$ cat config.mk
export PLATFORM = sky130hd
export DESIGN_NAME = fat_chain_run_reader_unit
export DESIGN_NICKNAME = d
export VERILOG_FILES = /design/src/design/fcrr_pkg.sv /design/src/design/fat_chain_run_reader_unit.sv /design/src/design/fcrr_ctrl.sv /design/src/design/fcrr_dp.sv
export VERILOG_INCLUDE_DIRS = /design/src /design/src/design
export SDC_FILE = /design/constraint.sdc
export NUM_CORES = 2
export LEC_CHECK = 0
export ABC_AREA = 1
export BUFFER_PORTS_ARGS = -buffer_cell sky130_fd_sc_hd__buf_2
export CORE_MARGIN = 2
export CORE_UTILIZATION = 58
export CTS_BUF_LIST = sky130_fd_sc_hd__clkbuf_4 sky130_fd_sc_hd__clkbuf_8 sky130_fd_sc_hd__clkbuf_16
export CTS_CLUSTER_DIAMETER = 80
export DETAILED_ROUTE_END_ITERATION = 16
export PLACE_DENSITY_LB_ADDON = 0.3
export SYNTH_ARGS = -nofsm -noshare
export SYNTH_HDL_FRONTEND = slang
export SYNTH_SLANG_ARGS = --single-unit
$ cat constraint.sdc
create_clock -name clk -period 6.72 [get_ports clk]
set_input_delay 1.344 -clock clk [delete_from_list [all_inputs] [get_ports clk]]
set_output_delay 1.344 -clock clk [all_outputs]
set_load 0.05 [all_outputs]
$ cat src/design/assert_macros.svh
// ----------------------------------------------------------------------------
// Assertion macros
// Shared concurrent assertion helpers, clocked on clk, reset on arst_n.
// ----------------------------------------------------------------------------
`ifndef ASSERT_MACROS_SVH
`define ASSERT_MACROS_SVH
`ifndef NO_ASSERTIONS
`define ASSERT_ALWAYS(lbl, cond) \
	lbl: assert property (@(posedge clk) disable iff (!arst_n) (cond)) \
		else $error("assertion failed");
`define ASSERT_IMPLY(lbl, ante, cons) \
	lbl: assert property (@(posedge clk) disable iff (!arst_n) (ante) |-> (cons)) \
		else $error("assertion failed");
`else
`define ASSERT_ALWAYS(lbl, cond)
`define ASSERT_IMPLY(lbl, ante, cons)
`endif
`endif

$ cat src/design/fcrr_pkg.sv
// ----------------------------------------------------------------------------
// fcrr_pkg
// Types and constants shared by the FAT chain run reader modules.
// ----------------------------------------------------------------------------
package fcrr_pkg;

	localparam int unsigned SECTOR_BYTES_DEF = 512;
	localparam logic [16:0] CLUSTER_SIZE_RST = 17'd512;
	localparam logic [31:0] MIN_CLUSTER      = 32'd2;

	// result kinds
	localparam logic [1:0] KIND_WHOLE = 2'd0;
	localparam logic [1:0] KIND_TAIL  = 2'd1;
	localparam logic [1:0] KIND_DONE  = 2'd2;
	localparam logic [1:0] KIND_ERROR = 2'd3;

	// config register indexes
	localparam logic [1:0] REG_CLUSTER_SIZE = 2'd0;
	localparam logic [1:0] REG_FILE_SIZE    = 2'd1;

	typedef enum logic [2:0] {
		EMIT_ERROR,
		EMIT_DONE_ZERO,
		EMIT_DONE_COPIED,
		EMIT_WHOLE,
		EMIT_TAIL
	} emit_sel_t;

	typedef struct packed {
		logic      load;
		logic      clear;
		logic      finish;
		logic      open_run;
		logic      extend_run;
		logic      mul;
		logic      close_run;
		logic      add_whole;
		logic      add_tail;
		logic      emit;
		emit_sel_t sel;
	} cmd_t;

	typedef struct packed {
		logic start;
		logic size_ok;
		logic fs_zero;
		logic finished;
		logic run_open;
		logic open_done;
		logic lba_zero;
		logic cont;
		logic has_whole;
		logic has_tail;
		logic done_end;
		logic out_free;
	} sts_t;

endpackage

$ cat src/design/fat_chain_run_reader_unit.sv
// ----------------------------------------------------------------------------
// fat_chain_run_reader_unit
// Coalesces FAT chain entries into sector read requests for one file.
// ----------------------------------------------------------------------------
// Feed the chain entries of a file in chain order, start_read set on the
// first. Consecutive clusters merge into a run that stops at the clusters the
// file still needs; a closing run issues a whole-sector read request, then a
// tail read request for leftover bytes, each with its buffer offset, and a
// done result (bytes copied) ends the read. Errors: bad cluster size, zero
// sector on a run start. The sequencer walks each entry through capture,
// check, run update, the registered run length times cluster size product
// and the run-close compare, then one step per request, each of which may
// wait on out_ready; an entry that ends the read before a run is touched
// stops after the check or the run update.
// A new entry is taken while the last result still waits in the output
// register. Configuration writes are always ready and must only be issued
// while the block is idle.
// ----------------------------------------------------------------------------
module fat_chain_run_reader_unit #(
	parameter int unsigned SECTOR_BYTES = fcrr_pkg::SECTOR_BYTES_DEF
) (
	input  logic        clk,
	input  logic        arst_n,
	// configuration write channel
	input  logic        cfg_valid,
	output logic        cfg_ready,
	input  logic [1:0]  cfg_index,
	input  logic [31:0] cfg_data,
	// chain entry channel
	input  logic        in_valid,
	output logic        in_ready,
	input  logic        start_read,
	input  logic [31:0] cluster_number,
	input  logic        cluster_is_end,
	input  logic [31:0] cluster_sector,
	input  logic [31:0] link_cluster,
	input  logic        link_is_end,
	// request / result channel
	output logic        out_valid,
	input  logic        out_ready,
	output logic [1:0]  result_kind,
	output logic [31:0] request_lba,
	output logic [23:0] request_count,
	output logic [31:0] buffer_offset,
	output logic        last_result
);

	fcrr_pkg::cmd_t cmd;
	fcrr_pkg::sts_t sts;

	assign cfg_ready = 1'b1;

	fcrr_ctrl u_ctrl (
		.clk      (clk),
		.arst_n   (arst_n),
		.in_valid (in_valid),
		.in_ready (in_ready),
		.sts      (sts),
		.cmd      (cmd)
	);

	fcrr_dp #(
		.SECTOR_BYTES (SECTOR_BYTES)
	) u_dp (
		.clk            (clk),
		.arst_n         (arst_n),
		.cfg_valid      (cfg_valid),
		.cfg_index      (cfg_index),
		.cfg_data       (cfg_data),
		.start_read     (start_read),
		.cluster_number (cluster_number),
		.cluster_is_end (cluster_is_end),
		.cluster_sector (cluster_sector),
		.link_cluster   (link_cluster),
		.link_is_end    (link_is_end),
		.cmd            (cmd),
		.sts            (sts),
		.out_valid      (out_valid),
		.out_ready      (out_ready),
		.result_kind    (result_kind),
		.request_lba    (request_lba),
		.request_count  (request_count),
		.buffer_offset  (buffer_offset),
		.last_result    (last_result)
	);

endmodule

$ cat src/design/fcrr_ctrl.sv
// ----------------------------------------------------------------------------
// fcrr_ctrl
// Sequencer: walks one chain entry through check, run update, close, emit.
// ----------------------------------------------------------------------------
module fcrr_ctrl (
	input  logic          clk,
	input  logic          arst_n,
	input  logic          in_valid,
	output logic          in_ready,
	input  fcrr_pkg::sts_t sts,
	output fcrr_pkg::cmd_t cmd
);

	typedef enum logic [2:0] {
		S_IDLE, S_CHECK, S_OPEN, S_MUL, S_DECIDE, S_WHOLE, S_TAIL, S_FIN
	} state_t;

	state_t state_q, state_d;

	always_comb begin
		cmd      = '0;
		cmd.sel  = fcrr_pkg::EMIT_ERROR;
		in_ready = 1'b0;
		state_d  = state_q;
		unique case (state_q)
			S_IDLE: begin
				in_ready = 1'b1;
				if (in_valid) begin
					cmd.load = 1'b1;
					state_d  = S_CHECK;
				end
			end
			S_CHECK: begin
				if (!sts.start) begin
					state_d = S_OPEN;
				end else if (sts.out_free) begin
					cmd.clear = 1'b1;
					if (!sts.size_ok) begin
						cmd.emit = 1'b1; cmd.finish = 1'b1;
						cmd.sel  = fcrr_pkg::EMIT_ERROR;
						state_d  = S_IDLE;
					end else if (sts.fs_zero) begin
						cmd.emit = 1'b1; cmd.finish = 1'b1;
						cmd.sel  = fcrr_pkg::EMIT_DONE_ZERO;
						state_d  = S_IDLE;
					end else begin
						state_d = S_OPEN;
					end
				end
			end
			S_OPEN: begin
				if (sts.finished) begin
					state_d = S_IDLE;
				end else if (sts.out_free) begin
					if (!sts.size_ok) begin
						cmd.emit = 1'b1; cmd.finish = 1'b1;
						cmd.sel  = fcrr_pkg::EMIT_ERROR;
						state_d  = S_IDLE;
					end else if (sts.run_open) begin
						cmd.extend_run = 1'b1;
						state_d        = S_MUL;
					end else if (sts.open_done) begin
						cmd.emit = 1'b1; cmd.finish = 1'b1;
						cmd.sel  = fcrr_pkg::EMIT_DONE_COPIED;
						state_d  = S_IDLE;
					end else if (sts.lba_zero) begin
						cmd.emit = 1'b1; cmd.finish = 1'b1;
						cmd.sel  = fcrr_pkg::EMIT_ERROR;
						state_d  = S_IDLE;
					end else begin
						cmd.open_run = 1'b1;
						state_d      = S_MUL;
					end
				end
			end
			S_MUL: begin
				cmd.mul = 1'b1;
				state_d = S_DECIDE;
			end
			S_DECIDE: begin
				if (sts.cont) begin
					state_d = S_IDLE;
				end else begin
					cmd.close_run = 1'b1;
					state_d       = S_WHOLE;
				end
			end
			S_WHOLE: begin
				if (!sts.has_whole) begin
					state_d = S_TAIL;
				end else if (sts.out_free) begin
					cmd.emit = 1'b1; cmd.add_whole = 1'b1;
					cmd.sel  = fcrr_pkg::EMIT_WHOLE;
					state_d  = S_TAIL;
				end
			end
			S_TAIL: begin
				if (!sts.has_tail) begin
					state_d = S_FIN;
				end else if (sts.out_free) begin
					cmd.emit = 1'b1; cmd.add_tail = 1'b1;
					cmd.sel  = fcrr_pkg::EMIT_TAIL;
					state_d  = S_FIN;
				end
			end
			S_FIN: begin
				if (!sts.done_end) begin
					state_d = S_IDLE;
				end else if (sts.out_free) begin
					cmd.emit = 1'b1; cmd.finish = 1'b1;
					cmd.sel  = fcrr_pkg::EMIT_DONE_COPIED;
					state_d  = S_IDLE;
				end
			end
			default: state_d = S_IDLE;
		endcase
	end

	always_ff @(posedge clk or negedge arst_n) begin
		if (!arst_n) begin
			state_q <= S_IDLE;
		end else begin
			state_q <= state_d;
		end
	end

endmodule

$ cat src/design/fcrr_dp.sv
// ----------------------------------------------------------------------------
// fcrr_dp
// Datapath: config, entry capture, run state, run product, output register.
// ----------------------------------------------------------------------------
`include "assert_macros.svh"

module fcrr_dp #(
	parameter int unsigned SECTOR_BYTES = fcrr_pkg::SECTOR_BYTES_DEF
) (
	input  logic        clk,
	input  logic        arst_n,
	input  logic        cfg_valid,
	input  logic [1:0]  cfg_index,
	input  logic [31:0] cfg_data,
	input  logic        start_read,
	input  logic [31:0] cluster_number,
	input  logic        cluster_is_end,
	input  logic [31:0] cluster_sector,
	input  logic [31:0] link_cluster,
	input  logic        link_is_end,
	input  fcrr_pkg::cmd_t cmd,
	output fcrr_pkg::sts_t sts,
	output logic        out_valid,
	input  logic        out_ready,
	output logic [1:0]  result_kind,
	output logic [31:0] request_lba,
	output logic [23:0] request_count,
	output logic [31:0] buffer_offset,
	output logic        last_result
);

	localparam int unsigned SB_W = $clog2(SECTOR_BYTES);

	logic [16:0] cs_q;
	logic [31:0] fs_q;
	logic        start_q, cl_end_q, link_end_q;
	logic [31:0] cl_q, lba_q, link_q;
	logic [31:0] first_q, len_q, slba_q, bc_q;
	logic        open_q, fin_q;
	logic [48:0] prod_s1;
	logic [23:0] whole_q, tail_q;
	logic        done_end_q, last_whole_q, last_tail_q;
	logic        out_valid_q;

	logic [31:0] remaining, run_span, bytes_sum;
	logic [23:0] whole_c, tail_c;
	logic        size_ok, done_end_c, out_free;

	assign size_ok   = (cs_q != '0) && (cs_q[SB_W-1:0] == '0);
	assign remaining = (fs_q > bc_q) ? (fs_q - bc_q) : '0;
	// product below remaining means fewer clusters than the file still needs
	assign run_span  = (prod_s1 < {17'd0, remaining}) ? prod_s1[31:0] : remaining;
	assign whole_c   = 24'(run_span >> SB_W);
	assign tail_c    = 24'(run_span & 32'(SECTOR_BYTES - 1));
	assign bytes_sum = bc_q + run_span;
	assign done_end_c = link_end_q || (link_q < fcrr_pkg::MIN_CLUSTER) || (bytes_sum >= fs_q);
	assign out_free  = !out_valid_q || out_ready;

	always_comb begin
		sts.start     = start_q;
		sts.size_ok   = size_ok;
		sts.fs_zero   = (fs_q == '0);
		sts.finished  = fin_q;
		sts.run_open  = open_q;
		sts.open_done = cl_end_q || (cl_q < fcrr_pkg::MIN_CLUSTER) || (remaining == '0);
		sts.lba_zero  = (lba_q == '0);
		sts.cont      = (prod_s1 < {17'd0, remaining}) && !link_end_q &&
		                (link_q == first_q + len_q);
		sts.has_whole = (whole_q != '0);
		sts.has_tail  = (tail_q != '0);
		sts.done_end  = done_end_q;
		sts.out_free  = out_free;
	end

	// config registers
	always_ff @(posedge clk or negedge arst_n) begin
		if (!arst_n) begin
			cs_q <= fcrr_pkg::CLUSTER_SIZE_RST;
			fs_q <= '0;
		end else if (cfg_valid) begin
			if (cfg_index == fcrr_pkg::REG_CLUSTER_SIZE) cs_q <= cfg_data[16:0];
			if (cfg_index == fcrr_pkg::REG_FILE_SIZE)    fs_q <= cfg_data;
		end
	end

	// entry capture, product and close results (payload, no reset)
	always_ff @(posedge clk) begin
		if (cmd.load) begin
			start_q    <= start_read;
			cl_q       <= cluster_number;
			cl_end_q   <= cluster_is_end;
			lba_q      <= cluster_sector;
			link_q     <= link_cluster;
			link_end_q <= link_is_end;
		end
		if (cmd.mul) prod_s1 <= len_q * {15'd0, cs_q};
		if (cmd.close_run) begin
			whole_q      <= whole_c;
			tail_q       <= tail_c;
			done_end_q   <= done_end_c;
			last_whole_q <= (tail_c == '0) && !done_end_c;
			last_tail_q  <= !done_end_c;
		end
	end

	// run state
	always_ff @(posedge clk or negedge arst_n) begin
		if (!arst_n) begin
			first_q <= '0;
			len_q   <= '0;
			slba_q  <= '0;
			bc_q    <= '0;
			open_q  <= 1'b0;
			fin_q   <= 1'b1;
		end else begin
			if (cmd.clear) begin
				first_q <= '0;
				len_q   <= '0;
				slba_q  <= '0;
				bc_q    <= '0;
			end else if (cmd.open_run) begin
				first_q <= cl_q;
				len_q   <= 32'd1;
				slba_q  <= lba_q;
			end else if (cmd.extend_run) begin
				len_q <= len_q + 32'd1;
			end else if (cmd.add_whole) begin
				bc_q <= bc_q + (32'(whole_q) << SB_W);
			end else if (cmd.add_tail) begin
				bc_q <= bc_q + 32'(tail_q);
			end
			// finish wins over the clear of a start that ends at once
			if (cmd.finish) begin
				fin_q  <= 1'b1;
				open_q <= 1'b0;
			end else if (cmd.clear) begin
				fin_q  <= 1'b0;
				open_q <= 1'b0;
			end else if (cmd.open_run) begin
				open_q <= 1'b1;
			end else if (cmd.close_run) begin
				open_q <= 1'b0;
			end
		end
	end

	// output register
	always_ff @(posedge clk or negedge arst_n) begin
		if (!arst_n) begin
			out_valid_q <= 1'b0;
		end else if (cmd.emit) begin
			out_valid_q <= 1'b1;
		end else if (out_ready) begin
			out_valid_q <= 1'b0;
		end
	end

	always_ff @(posedge clk) begin
		if (cmd.emit) begin
			unique case (cmd.sel)
				fcrr_pkg::EMIT_WHOLE: begin
					result_kind   <= fcrr_pkg::KIND_WHOLE;
					request_lba   <= slba_q;
					request_count <= whole_q;
					buffer_offset <= bc_q;
					last_result   <= last_whole_q;
				end
				fcrr_pkg::EMIT_TAIL: begin
					result_kind   <= fcrr_pkg::KIND_TAIL;
					request_lba   <= slba_q + 32'(whole_q);
					request_count <= tail_q;
					buffer_offset <= bc_q;
					last_result   <= last_tail_q;
				end
				fcrr_pkg::EMIT_DONE_COPIED: begin
					result_kind   <= fcrr_pkg::KIND_DONE;
					request_lba   <= '0;
					request_count <= '0;
					buffer_offset <= bc_q;
					last_result   <= 1'b1;
				end
				fcrr_pkg::EMIT_DONE_ZERO: begin
					result_kind   <= fcrr_pkg::KIND_DONE;
					request_lba   <= '0;
					request_count <= '0;
					buffer_offset <= '0;
					last_result   <= 1'b1;
				end
				default: begin
					result_kind   <= fcrr_pkg::KIND_ERROR;
					request_lba   <= '0;
					request_count <= '0;
					buffer_offset <= '0;
					last_result   <= 1'b1;
				end
			endcase
		end
	end

	assign out_valid = out_valid_q;

	`ASSERT_IMPLY(a_emit_slot_free, cmd.emit, out_free)
	`ASSERT_IMPLY(a_finished_no_run, fin_q, !open_q)
	`ASSERT_IMPLY(a_open_run_len, open_q, len_q != '0)

endmodule

==> run metrics <==
most frequent cell after synthesis nand2_1; final estimated routing congestion in global placement just over 1; Num CTS Buffers between 50 and 60; Seq pwr share 0.253; Req. time, crit path approximately 7.1 ns; number of flops mapped to enable cells by yosys approximately 270; antenna-violating nets left 0; failing checks negative setup slack; area of the core about 80000 um^2; CTS clk-pin slew, worst paths around 0.07 ns; clk sinks between 400 and 500; largest net degree at the start of global routing roughly 140; fin. max-slew vios 0; Commonest cells post-synth nand2_1 (1453), inv_1 (1192), fa_1 (455); Clock power frac 0.196; Die W 287 um; P&R area growth vs syn 18.9%; post-synthesis register bit count 456; reg-to-reg slack, setup -0.60 ns; Achievable Freq between 100 and 150 MHz; worst rel slew slack 0.334; Psw 6.97 mW; WHS Path Cells 2; distinct cell type count after synthesis 65; num ports between 200 and 250; clock skew about 0.046 ns; hold_ws about 0.47 ns; Max VDD drop about 0.25 mV; Hold Startpoint u_dp.lba_q[13]; Buffers & Inverters on Critical Path 15; CTS tree done; std cell rows just over 100; die area around 82000 um^2; ant diodes 0; compound-cell area share of the yosys netlist 0.0876; DRC 0; antenna violations before repair 0; post-synthesis simple-gate area fraction 0.198; outcome finished with violations; RSZ-0062 raised after global routing yes; vias in the first global route 42200; Mapped Avg Cell Area 8.04 um^2; slowest stage cell, crit path dfrtp_1; r2r endpoint u_dp.last_whole_q; combinational share of power 0.551; worst setup margin -0.597 ns; clock latency on the worst-skew pair ~0.65 ns; CP Capture Type register; Syn Inst Count ~5800; Worst Hold End u_dp.slba_q[13]; Hold Path Class register to register; measured slew at the worst slew-check pin between 0.9 and 1 ns; Power, Total between 15 and 20 mW; share of post-route cells with drive strength above 1 0.182; Top delay family on crit path simple AND/OR/NAND/NOR gates; adder-cell share of the synthesized area 0.286; hpwl dp 117000 um; Seq/Total Area, Yosys 0.275; cell leakage power roughly 28 nW; largest family of logic cells by synthesized area adder cells; first-pass GRT wire length roughly 220000 um; Via density between 5 and 6; post-synth top area cell fa_1; Longest Clk Path Bufs 3; mux contribution to synthesized area 0; Port Buffers approximately 230; Setup crit start kind register; CP arrival between 7 and 8 ns; WL/cell 19.2 um; area share of the largest cell type after synthesis 0.196; Synth Cell Area about 47000 um^2; total track usage 0.352; final WL 145000 um; die span in y ~290 um; CP Max Fanout 6; Crit Path Category register to register; Internal 9.09 mW; root buffer cell clkbuf_16; fin nets 7380; routed vias 41700; Post-Syn Nets ~6700; Async SR Flop Fraction 0.401; final setup fails 3; ys flop type edfxtp_1; Tcrit/Tclk final 1.09; CTS H-tree lvls 2; Tmin final roughly 7.3 ns; Max stage delay on crit path just over 0.4 ns; Hold Violations, Final 0; Warnings, synthesis 0; max cap viols 0; most frequent CP cell nand2_2; top cells by area, synth fa_1 (20%), edfxtp_1 (18%), nand2_1 (12%), dfrtp_1 (9.7%), inv_1 (9.6%); Worst R2R Start u_dp.bc_q[0]; pwr dens between 200 and 300 nW/um^2; Switching Fraction 0.434; starting density of the core 0.587; initial DRC count roughly 3400; DRT Pass-1 Iters 5; CP Launch Point u_dp.bc_q[0]; R2R depth 56; post-synthesis xor/xnor area fraction 0.0352; gr ovfl total 0
worst register-to-register path, delay by kind of cell (launching register included):
family                     cells  cell delay [ns]
AOI/OAI and AO/OA              6             0.73
adders and majority gates      5             1.39
DFF                            1             0.41
and+or+nand+nor               29             2.69
buffers and inverters         15             1.71
xor gates and xnor gates       1             0.13
worst max path at each step:
| stage | end | slack, ns | cells after the start |
|---|---|---|---|
| floorplan | u_dp.last_whole_q | 0.00005 | 53 |
| global placement | u_dp.last_whole_q | -1.05 | 48 |
| detailed placement | u_dp.last_whole_q | -1.06 | 48 |
| CTS | u_dp.last_whole_q | -0.42 | 56 |
| global route | u_dp.last_whole_q | -0.96 | 54 |
| finish | u_dp.last_whole_q | -0.60 | 56 |
registers in the layout, summed over array words and instances (netlist names), 32 cells and up:
signal and count:
u_dp.first_q 32, u_dp.len_q 32, u_dp.buffer_offset 32, u_dp.request_lba 32, u_dp.prod_s1 49, u_dp.bc_q 32
u_dp.fs_q 32, u_dp.lba_q 32, u_dp.slba_q 32, u_dp.cl_q 32, u_dp.link_q 32
cell families after synthesis:
kind of cell    Yosys count
compound gates          730
flops                   456
xor+xnor                185
fa+ha+maj               791
simple gates           2198
other cells               2
buf+inv                1426
power by group through the flow:
stage / sequential [mW] / combinational (mW) / clock [mW]
after floorplan: 4.81 / 3.54 / 0
after global placement: 4.08 / 7.56 / 0
after detailed placement: 4.09 / 7.65 / 0
after CTS: 4.04 / 8.22 / 3.18
after global routing: 4.09 / 9.50 / 3.28
final: 4.06 / 8.86 / 3.15
per-layer routing:
layer	wire, um	up-vias	track usage
met2	68700	1880	0.590
met5	0	-	0
li1	-	19400	-
met3	10800	508	0.0473
met1	54900	19900	0.433
met4	10200	0	0.214
repair_timing:
item	4_1_cts	5_1_grt
pin swaps	48	62
hold buffers	0	0
buffers inserted	40	9
resized for setup	99	120
endpoints found under the setup margin	4	18
gates cloned	1	1
cell type report:
class | instances | area (um^2)
clock buffer | 68 | 1480
clock inverter | 32 | 435
fill | 6393 | 24000
inverter | 1234 | 4640
multi-input combinational | 3907 | 29100
sequential | 456 | 12800
tap | 1050 | 1310
timing repair buffer | 799 | 5580
placed cells by master (no fill, tap or decap), types with 68 or more instances in the layout:
cell type,netlist,final
nand2_1,1453,1424
nor2_1,318,303
buf_4,5,551
fa_1,455,453
inv_1,1192,1174
buf_2,4,228
a21oi_1,261,242
nand2_2,43,68
o21ai_0,244,216
edfxtp_1,273,273
nand3_1,138,133
dfrtp_1,181,168
xor2_1,113,110
ha_1,336,320
xnor2_1,71,69
per-stage QoR:
step | instances | setup slack, ns | TNS [ns] | util | instance area, um^2
detailed placement | 7397 | -1.06 | -2.98 | 0.658 | 52200
global route | 7546 | -0.961 | -2.65 | 0.698 | 55300
global placement | 7397 | -1.05 | -2.92 | 0.658 | 52200
floorplan | 5788 | 0.0000546 | 0 | - | 46600
CTS | 7538 | -0.424 | -1.04 | 0.691 | 54700
finish | 7546 | -0.597 | -1.69 | 0.698 | 55300
Power figures use the tool's default switching activity.
